`src/hdl/shah_pkg.sv`:
```
// shared constants, types and sigma functions of the sha-256 stream hasher
`timescale 1ns / 1ps

package shah_pkg;

	localparam int unsigned CNT_W = 61;
	localparam logic [CNT_W-1:0] COUNT_MAX = '1;
	localparam logic [7:0] PAD_BYTE = 8'h80;

	localparam logic [31:0] K_ROUND [0:63] = '{
		32'h428a2f98, 32'h71374491, 32'hb5c0fbcf, 32'he9b5dba5,
		32'h3956c25b, 32'h59f111f1, 32'h923f82a4, 32'hab1c5ed5,
		32'hd807aa98, 32'h12835b01, 32'h243185be, 32'h550c7dc3,
		32'h72be5d74, 32'h80deb1fe, 32'h9bdc06a7, 32'hc19bf174,
		32'he49b69c1, 32'hefbe4786, 32'h0fc19dc6, 32'h240ca1cc,
		32'h2de92c6f, 32'h4a7484aa, 32'h5cb0a9dc, 32'h76f988da,
		32'h983e5152, 32'ha831c66d, 32'hb00327c8, 32'hbf597fc7,
		32'hc6e00bf3, 32'hd5a79147, 32'h06ca6351, 32'h14292967,
		32'h27b70a85, 32'h2e1b2138, 32'h4d2c6dfc, 32'h53380d13,
		32'h650a7354, 32'h766a0abb, 32'h81c2c92e, 32'h92722c85,
		32'ha2bfe8a1, 32'ha81a664b, 32'hc24b8b70, 32'hc76c51a3,
		32'hd192e819, 32'hd6990624, 32'hf40e3585, 32'h106aa070,
		32'h19a4c116, 32'h1e376c08, 32'h2748774c, 32'h34b0bcb5,
		32'h391c0cb3, 32'h4ed8aa4a, 32'h5b9cca4f, 32'h682e6ff3,
		32'h748f82ee, 32'h78a5636f, 32'h84c87814, 32'h8cc70208,
		32'h90befffa, 32'ha4506ceb, 32'hbef9a3f7, 32'hc67178f2
	};

	localparam logic [31:0] H_INIT [0:7] = '{
		32'h6a09e667, 32'hbb67ae85, 32'h3c6ef372, 32'ha54ff53a,
		32'h510e527f, 32'h9b05688c, 32'h1f83d9ab, 32'h5be0cd19
	};

	typedef enum logic [2:0] {
		ST_IDLE,
		ST_PAD,
		ST_LOAD,
		ST_RND0,
		ST_RND1,
		ST_FIN,
		ST_OUT
	} state_t;

	// controls of the block buffer and message schedule
	typedef struct packed {
		logic       push;
		logic [7:0] byte_val;
		logic       step;
	} sched_ctl_t;

	// controls of the round unit and chaining words
	typedef struct packed {
		logic       load;
		logic       ph0;
		logic       ph1;
		logic       fin;
		logic       rot;
		logic       init;
		logic [5:0] rnd;
	} round_ctl_t;

	function automatic logic [31:0] big_sigma0(input logic [31:0] x);
		return {x[1:0], x[31:2]} ^ {x[12:0], x[31:13]} ^ {x[21:0], x[31:22]};
	endfunction

	function automatic logic [31:0] big_sigma1(input logic [31:0] x);
		return {x[5:0], x[31:6]} ^ {x[10:0], x[31:11]} ^ {x[24:0], x[31:25]};
	endfunction

	function automatic logic [31:0] small_sigma0(input logic [31:0] x);
		return {x[6:0], x[31:7]} ^ {x[17:0], x[31:18]} ^ {3'b000, x[31:3]};
	endfunction

	function automatic logic [31:0] small_sigma1(input logic [31:0] x);
		return {x[16:0], x[31:17]} ^ {x[18:0], x[31:19]} ^ {10'd0, x[31:10]};
	endfunction

endpackage

```
`src/hdl/shah_sched.sv`:
```
// block buffer as a byte shift line that doubles as the message schedule window
`timescale 1ns / 1ps

module shah_sched (
	input  logic                  clk,
	input  shah_pkg::sched_ctl_t  ctl,
	output logic [31:0]           w_cur
);

	localparam int unsigned WORDS = 16;
	localparam int unsigned BUF_W = WORDS * 32;

	logic [BUF_W-1:0] buf_q;
	logic [31:0]      w_next;

	// word j of the window sits at the top end for j equal to zero
	function automatic logic [31:0] word_at(input logic [BUF_W-1:0] b, input int unsigned j);
		return b[BUF_W-1-32*j -: 32];
	endfunction

	// next schedule word from the sixteen-word window
	always_comb begin
		w_next = shah_pkg::small_sigma1(word_at(buf_q, 14)) + word_at(buf_q, 9)
			+ shah_pkg::small_sigma0(word_at(buf_q, 1)) + word_at(buf_q, 0);
	end

	assign w_cur = word_at(buf_q, 0);

	// bytes enter at the bottom; each round step drops the oldest word
	always_ff @(posedge clk) begin
		if (ctl.push) begin
			buf_q <= {buf_q[BUF_W-9:0], ctl.byte_val};
		end else if (ctl.step) begin
			buf_q <= {buf_q[BUF_W-33:0], w_next};
		end
	end

endmodule

```
`src/hdl/shah_round.sv`:
```
// shared two-phase compression round unit with the chaining words
`timescale 1ns / 1ps

module shah_round (
	input  logic                  clk,
	input  logic                  arst_n,
	input  shah_pkg::round_ctl_t  ctl,
	input  logic [31:0]           w_cur,
	output logic [31:0]           chain_head
);

	logic [31:0] chain_q [0:7];
	logic [31:0] v_q [0:7];
	logic [31:0] hkw_q;
	logic [31:0] t1;
	logic [31:0] t2;
	logic [31:0] ch;
	logic [31:0] maj;

	// second phase of a round: sigma, choose and majority terms
	always_comb begin
		ch  = (v_q[4] & v_q[5]) ^ (~v_q[4] & v_q[6]);
		maj = (v_q[0] & v_q[1]) ^ (v_q[0] & v_q[2]) ^ (v_q[1] & v_q[2]);
		t1  = hkw_q + shah_pkg::big_sigma1(v_q[4]) + ch;
		t2  = shah_pkg::big_sigma0(v_q[0]) + maj;
	end

	assign chain_head = chain_q[0];

	// chaining words: initial value, block sum, rotation while the digest is read
	always_ff @(posedge clk or negedge arst_n) begin
		if (!arst_n) begin
			chain_q <= shah_pkg::H_INIT;
		end else begin
			priority if (ctl.init) begin
				chain_q <= shah_pkg::H_INIT;
			end else if (ctl.fin) begin
				for (int i = 0; i < 8; i++) begin
					chain_q[i] <= chain_q[i] + v_q[i];
				end
			end else if (ctl.rot) begin
				for (int i = 0; i < 7; i++) begin
					chain_q[i] <= chain_q[i+1];
				end
				chain_q[7] <= chain_q[0];
			end
		end
	end

	// working variables and the first-phase partial sum
	always_ff @(posedge clk) begin
		if (ctl.load) begin
			v_q <= chain_q;
		end else if (ctl.ph1) begin
			v_q[0] <= t1 + t2;
			v_q[1] <= v_q[0];
			v_q[2] <= v_q[1];
			v_q[3] <= v_q[2];
			v_q[4] <= v_q[3] + t1;
			v_q[5] <= v_q[4];
			v_q[6] <= v_q[5];
			v_q[7] <= v_q[6];
		end
		if (ctl.ph0) begin
			hkw_q <= v_q[7] + shah_pkg::K_ROUND[ctl.rnd] + w_cur;
		end
	end

endmodule

```
`src/hdl/sha256_stream_hasher.sv`:
```
// top level of the sha-256 stream hasher: sequencer, padding and digest output
// Takes a message one byte per input beat (tuser high marks a data byte, tlast ends the
// message) and returns the eight digest words, H0 first, as eight output beats. A byte
// beat that neither fills the 64-byte block nor ends the message leaves the input ready
// for the next beat. A full block runs through one shared round unit as a load, then the
// rounds in two phases each, then a chaining add, during which the input is held off. The
// end of a message pads byte by byte up to the block end, then runs one or two block
// compressions and eight output beats; the input is not ready again until the last
// digest word has been taken. Bytes past 2^61-1 are dropped and flagged in tuser bit 3.
`timescale 1ns / 1ps

module sha256_stream_hasher (
	input  logic        clk,
	input  logic        arst_n,
	input  logic        s_axis_tvalid,
	output logic        s_axis_tready,
	input  logic [7:0]  s_axis_tdata,  // [7:0] data_byte
	input  logic        s_axis_tuser,  // [0] has_byte
	input  logic        s_axis_tlast,  // end_of_message
	output logic        m_axis_tvalid,
	input  logic        m_axis_tready,
	output logic [31:0] m_axis_tdata,  // [31:0] digest_word
	output logic [3:0]  m_axis_tuser,  // [2:0] word_index, [3] length_error
	output logic        m_axis_tlast   // last_word
);

	shah_pkg::state_t     state_q, state_d;
	logic [5:0]           rnd_q, rnd_d;
	logic [5:0]           pos_q, pos_d;
	logic [shah_pkg::CNT_W-1:0] count_q, count_d;
	logic                 ovf_q, ovf_d;
	logic                 fin_q, fin_d;
	logic                 first_q, first_d;
	logic                 lenok_q, lenok_d;
	logic                 done_q, done_d;
	logic [2:0]           idx_q, idx_d;
	logic                 blk_full;
	logic                 lenok_nx;
	logic [7:0][7:0]      len_bytes;
	logic [31:0]          w_cur;
	logic [31:0]          chain_head;
	shah_pkg::sched_ctl_t sctl;
	shah_pkg::round_ctl_t rctl;

	// big-endian bit length, byte 7 is sent first
	assign len_bytes = {count_q, 3'b000};

	// sequencer: next state and unit controls
	always_comb begin
		state_d       = state_q;
		rnd_d         = rnd_q;
		pos_d         = pos_q;
		count_d       = count_q;
		ovf_d         = ovf_q;
		fin_d         = fin_q;
		first_d       = first_q;
		lenok_d       = lenok_q;
		done_d        = done_q;
		idx_d         = idx_q;
		blk_full      = 1'b0;
		lenok_nx      = lenok_q;
		sctl          = '0;
		rctl          = '0;
		rctl.rnd      = rnd_q;
		s_axis_tready = 1'b0;
		m_axis_tvalid = 1'b0;
		unique case (state_q)
			shah_pkg::ST_IDLE: begin
				s_axis_tready = 1'b1;
				if (s_axis_tvalid) begin
					if (s_axis_tuser) begin
						if (count_q == shah_pkg::COUNT_MAX) begin
							ovf_d = 1'b1;
						end else begin
							sctl.push     = 1'b1;
							sctl.byte_val = s_axis_tdata;
							count_d       = count_q + 1'b1;
							pos_d         = pos_q + 6'd1;
							blk_full      = (pos_q == 6'd63);
						end
					end
					if (s_axis_tlast) begin
						fin_d   = 1'b1;
						first_d = 1'b1;
					end
					if (blk_full) begin
						state_d = shah_pkg::ST_LOAD;
					end else if (s_axis_tlast) begin
						state_d = shah_pkg::ST_PAD;
					end
				end
			end
			shah_pkg::ST_PAD: begin
				lenok_nx  = first_q ? (pos_q[5:3] != 3'd7) : lenok_q;
				sctl.push = 1'b1;
				if (first_q) begin
					sctl.byte_val = shah_pkg::PAD_BYTE;
				end else if (lenok_q && (pos_q[5:3] == 3'd7)) begin
					sctl.byte_val = len_bytes[~pos_q[2:0]];
				end else begin
					sctl.byte_val = 8'h00;
				end
				pos_d   = pos_q + 6'd1;
				first_d = 1'b0;
				lenok_d = lenok_nx;
				if (pos_q == 6'd63) begin
					lenok_d = 1'b1;
					done_d  = lenok_nx;
					state_d = shah_pkg::ST_LOAD;
				end
			end
			shah_pkg::ST_LOAD: begin
				rctl.load = 1'b1;
				rnd_d     = 6'd0;
				state_d   = shah_pkg::ST_RND0;
			end
			shah_pkg::ST_RND0: begin
				rctl.ph0 = 1'b1;
				state_d  = shah_pkg::ST_RND1;
			end
			shah_pkg::ST_RND1: begin
				rctl.ph1  = 1'b1;
				sctl.step = 1'b1;
				rnd_d     = rnd_q + 6'd1;
				state_d   = (rnd_q == 6'd63) ? shah_pkg::ST_FIN : shah_pkg::ST_RND0;
			end
			shah_pkg::ST_FIN: begin
				rctl.fin = 1'b1;
				if (!fin_q) begin
					state_d = shah_pkg::ST_IDLE;
				end else if (done_q) begin
					state_d = shah_pkg::ST_OUT;
				end else begin
					state_d = shah_pkg::ST_PAD;
				end
			end
			shah_pkg::ST_OUT: begin
				m_axis_tvalid = 1'b1;
				if (m_axis_tready) begin
					rctl.rot = 1'b1;
					idx_d    = idx_q + 3'd1;
					if (idx_q == 3'd7) begin
						rctl.init = 1'b1;
						count_d   = '0;
						ovf_d     = 1'b0;
						fin_d     = 1'b0;
						done_d    = 1'b0;
						lenok_d   = 1'b0;
						state_d   = shah_pkg::ST_IDLE;
					end
				end
			end
			default: begin
				state_d = shah_pkg::ST_IDLE;
			end
		endcase
	end

	// sequencer registers
	always_ff @(posedge clk or negedge arst_n) begin
		if (!arst_n) begin
			state_q <= shah_pkg::ST_IDLE;
			rnd_q   <= '0;
			pos_q   <= '0;
			count_q <= '0;
			ovf_q   <= 1'b0;
			fin_q   <= 1'b0;
			first_q <= 1'b0;
			lenok_q <= 1'b0;
			done_q  <= 1'b0;
			idx_q   <= '0;
		end else begin
			state_q <= state_d;
			rnd_q   <= rnd_d;
			pos_q   <= pos_d;
			count_q <= count_d;
			ovf_q   <= ovf_d;
			fin_q   <= fin_d;
			first_q <= first_d;
			lenok_q <= lenok_d;
			done_q  <= done_d;
			idx_q   <= idx_d;
		end
	end

	// digest beat straight from the chaining register head
	assign m_axis_tdata = chain_head;
	assign m_axis_tuser = {ovf_q, idx_q};
	assign m_axis_tlast = (idx_q == 3'd7);

	shah_sched u_sched (
		.clk   (clk),
		.ctl   (sctl),
		.w_cur (w_cur)
	);

	shah_round u_round (
		.clk        (clk),
		.arst_n     (arst_n),
		.ctl        (rctl),
		.w_cur      (w_cur),
		.chain_head (chain_head)
	);

endmodule

```
`config.mk`:
```
export PLATFORM = sky130hd
export DESIGN_NAME = sha256_stream_hasher
export DESIGN_NICKNAME = d
export VERILOG_FILES = /design/src/hdl/shah_pkg.sv /design/src/hdl/shah_sched.sv /design/src/hdl/shah_round.sv /design/src/hdl/sha256_stream_hasher.sv
export SDC_FILE = /design/constraint.sdc
export NUM_CORES = 2
export LEC_CHECK = 0
export BUFFER_PORTS_ARGS = -buffer_cell sky130_fd_sc_hd__buf_2
export CORE_MARGIN = 8
export CORE_UTILIZATION = 60
export DETAILED_ROUTE_END_ITERATION = 8
export PLACE_DENSITY = 0.8
export SLEW_MARGIN = 10
export SYNTH_ARGS = -nofsm -noshare
export SYNTH_HDL_FRONTEND = slang
export SYNTH_HIERARCHICAL = 1
export SYNTH_SLANG_ARGS = --single-unit
export TNS_END_PERCENT = 1
```
`constraint.sdc`:
```
create_clock -name clk -period 30.1 [get_ports clk]
set_input_delay 3.01 -clock clk [delete_from_list [all_inputs] [get_ports clk]]
set_output_delay 3.01 -clock clk [all_outputs]
set_load 0.02 [all_outputs]
```
==> impl_metrics.py <==
metrics = {
    "synth": {
        "synth.top_cells.by_count": "edfxtp_1, mux2_2, a21oi_1",
        "synthSimpleGateAreaFrac_pct": 9.269,
        "synthArstFlopShare_pct": 29.82,
        "synth-adder-area-share_pct": 10.70,
        "synth_edf_count": 800,
        "synth_xor_area_share_pct": 6.244,
        "synth_top_family_by_area": "compound AO/OA/AOI/OAI gates",
        "synth_top_area_share_pct": 29.68,
        "ys_seq_area_share_pct": 40.41,
        "yosys-top-cells-area": "edfxtp_1, mux2_2, ha_1",
        "yosys_warnings": 6,
        "synth_seq_cells": 1140,
        "yosysTopAreaCell": "edfxtp_1",
        "synth_fp_nets": 8235,
        "synth_compound_area_share_pct": 15.78,
        "synth.most_common_cell": "edfxtp_1",
        "syn-cell-area_um2": 80930,
        "synth.distinct_cells": 119,
        "netlist_instances": 7632,
        "synthMuxAreaShare_pct": 13.16,
        "syn_avg_cell_area_um2": 10.60,
        "synth_ff_type": "edfxtp_1",
    },
    "critical_path": {
        "endpoint_kind": "flip-flop",
        "crit_arrival_ps": 7900,
        "required_ps": 30600,
        "cp_max_fo": 7,
        "cp-start-kind": "flip-flop",
        "worst-setup-path-type": "reg -> reg",
    },
    "clock_tree": {
        "cts_setup_buffers": 0,
        "hold_buffers": 0,
        "htree_num_levels": 4,
        "clk_latency_ps": 810,
        "cts_tree": "yes",
        "cts-root-buf": "clkbuf_16",
        "clkTransAtPathRegs_ps": 60,
        "cts_buffers": 132,
        "cts_buffer_depth": 3,
        "cts_resized": 0,
        "cts_sinks": 1140,
    },
    "final_layout": {
        "final_cells": 9325,
        "n_fill_cell": 10200,
        "multiInputGateArea_um2": 44690,
        "area_growth_pct": 6.849,
        "ff_latch_area_um2": 32710,
        "nets": 8050,
        "drive_gt1_share_pct": 17.34,
    },
    "global_route": {
        "grt_max_degree": 182,
        "grt_pass1_vias": 60470,
        "antenna_found_initial": 5,
        "grtUsageTotal_pct": 32.22,
        "grt_overflow": 0,
        "grt_pass1_wl_um": 366800,
    },
    "timing": {
        "tns_ps": 0,
        "period_minus_slack_ps": 7401,
        "fin_skew_ps": 40.81,
        "maxSlewHeadroom_pct": 16.77,
        "report.final.slew_viol_count": 0,
        "finalSetupViolations": 0,
        "finalCritPeriodShare_pct": 24.59,
        "rsz0062_at_grt": "no",
        "worst_pin_slew_ps": 1235,
        "whs_ps": 469.6,
        "fmax_mhz": 135.1,
        "finalHoldViolations": 0,
    },
    "floorplan": {
        "core_um2": 133600,
        "die-area_um2": 146900,
        "die_h_um": 383.3,
        "io_pins": 53,
        "row_count": 134,
        "initial_core_util_pct": 60.56,
        "die_w_um": 383.3,
    },
    "drt": {
        "totalWireLength_um": 242700,
        "post-route-drc-count": 0,
        "routedWlPerCell_um": 26.03,
        "num_vias": 60910,
        "dr.pass1.iters": 6,
        "first_iter_violations": 5957,
        "detail_route.vias_per_cell": 6.532,
        "drtAntennaViolNets": 0,
    },
    "place": {
        "dp.cells": 9081,
        "dp_hpwl_um": 176600,
        "place_congestion": 0.9945,
        "numPortBuffers": 52,
    },
    "worst_hold_path": {
        "hp-class": "reg -> reg",
    },
    "job": {
        "cap_violations": 0,
    },
    "outcome": {
        "status": "completed",
    },
}
## flip-flops by register name (all words and copies together), names as in the netlist, 3 cells and up
name,count
pos_q,6
u_round/chain_head,32
u_round/chain_q,224
rnd_q,6
idx_q,3
count_q,61
u_round/v_q,256
u_round/hkw_q,32
state_q,3
u_sched/buf_q,512
## per-stage QoR
step	utilization (%)	setup WS [ps]	cell area [µm²]
finish	64.71	22700	86470
global route	64.71	22460	86460
CTS	64.71	22760	86460
detailed placement	61.46	22450	82120
global placement	61.46	22510	82120
floorplan	-	18660	80930
## critical path: stages (launching register included)
cell       delay, ps
edfxtp_1         620
xnor2_1          270
xnor2_1          340
fa_1             480
ha_1             230
fa_1             500
a211oi_2         250
o21ai_1          150
o31a_1           310
o2bb2ai_1        250
nor2_1           190
o21ai_0          170
a31oi_1          240
xnor2_1          200
inv_1            120
fa_1             490
inv_1             40
ha_1             360
and3_1           190
and3_1           200
a21boi_0         120
a31o_2           250
nor2_2           170
a31oi_1          160
o31a_1           330
a31o_1           240
xnor2_1          170
o21ai_1           70
## path summary, 6_finish.rpt
path | start | end | slack (ps) | depth (start not counted)
max | u_round/v_q[122]$_DFFE_PP_ | u_round/v_q[255]$_DFFE_PP_ | 22700 | 27
min | pos_q[0]$_DFFE_PN0P_ | pos_q[0]$_DFFE_PN0P_ | 470 | 1
max reg2reg | u_round/v_q[122]$_DFFE_PP_ | u_round/v_q[255]$_DFFE_PP_ | 22700 | 27
min reg2reg | pos_q[0]$_DFFE_PN0P_ | pos_q[0]$_DFFE_PN0P_ | 470 | 1
max in group asynchronous | arst_n | u_round/chain_q[174]$_DFFE_PN1P_ | 26040 | 3
min in group asynchronous | arst_n | u_round/chain_q[29]$_DFFE_PN0P_ | 2220 | 1
## per-layer routing
metal,vias up,track usage [%],wire (µm)
li1,27690,-,-
met2,2600,53.18,114900
met3,607,5.054,17250
met5,-,0,0
met4,0,17.08,14450
met1,30010,40.93,96110
## final cells by class
| type | count | share of cell area (%) |
|---|---|---|
| flip-flops and latches | 1140 | 37.83 |
| inverters | 435 | 1.920 |
| diodes | 3 | 0.008682 |
| clock buffers | 173 | 4.174 |
| well taps | 1768 | 2.558 |
| repair buffers | 123 | 0.9868 |
| multi-input cells | 5615 | 51.68 |
| clock inverters | 68 | 0.8465 |
## cells by family (layout without fill, tap and decap cells)
family,Yosys count,in the layout
other,0,3
multiplexers,948,948
AND/OR/NAND/NOR,1549,1549
adder cells (fa/ha/maj),593,593
flip-flops,1140,1140
XOR/XNOR,577,577
buffers and inverters,877,799
AO/OA/AOI/OAI,1948,1948
## cells in the final DEF (no fill, tap or decap), drive strengths merged, types with 123 or more instances in the layout
cell type	instances
xor2	193
buf	123
nand2	463
ha	422
mux2	734
nand3	128
mux2i	195
a21oi	484
xnor2	384
inv	441
o21ai	418
a21o	257
nor2	405
clkbuf	173
a211oi	159
dfrtp	204
dfstp	136
edfxtp	800
fa	167
Power is left out: the tool's default activity adds up to more than one toggle a clock period on the data nets, which glitch-free logic cannot reach.
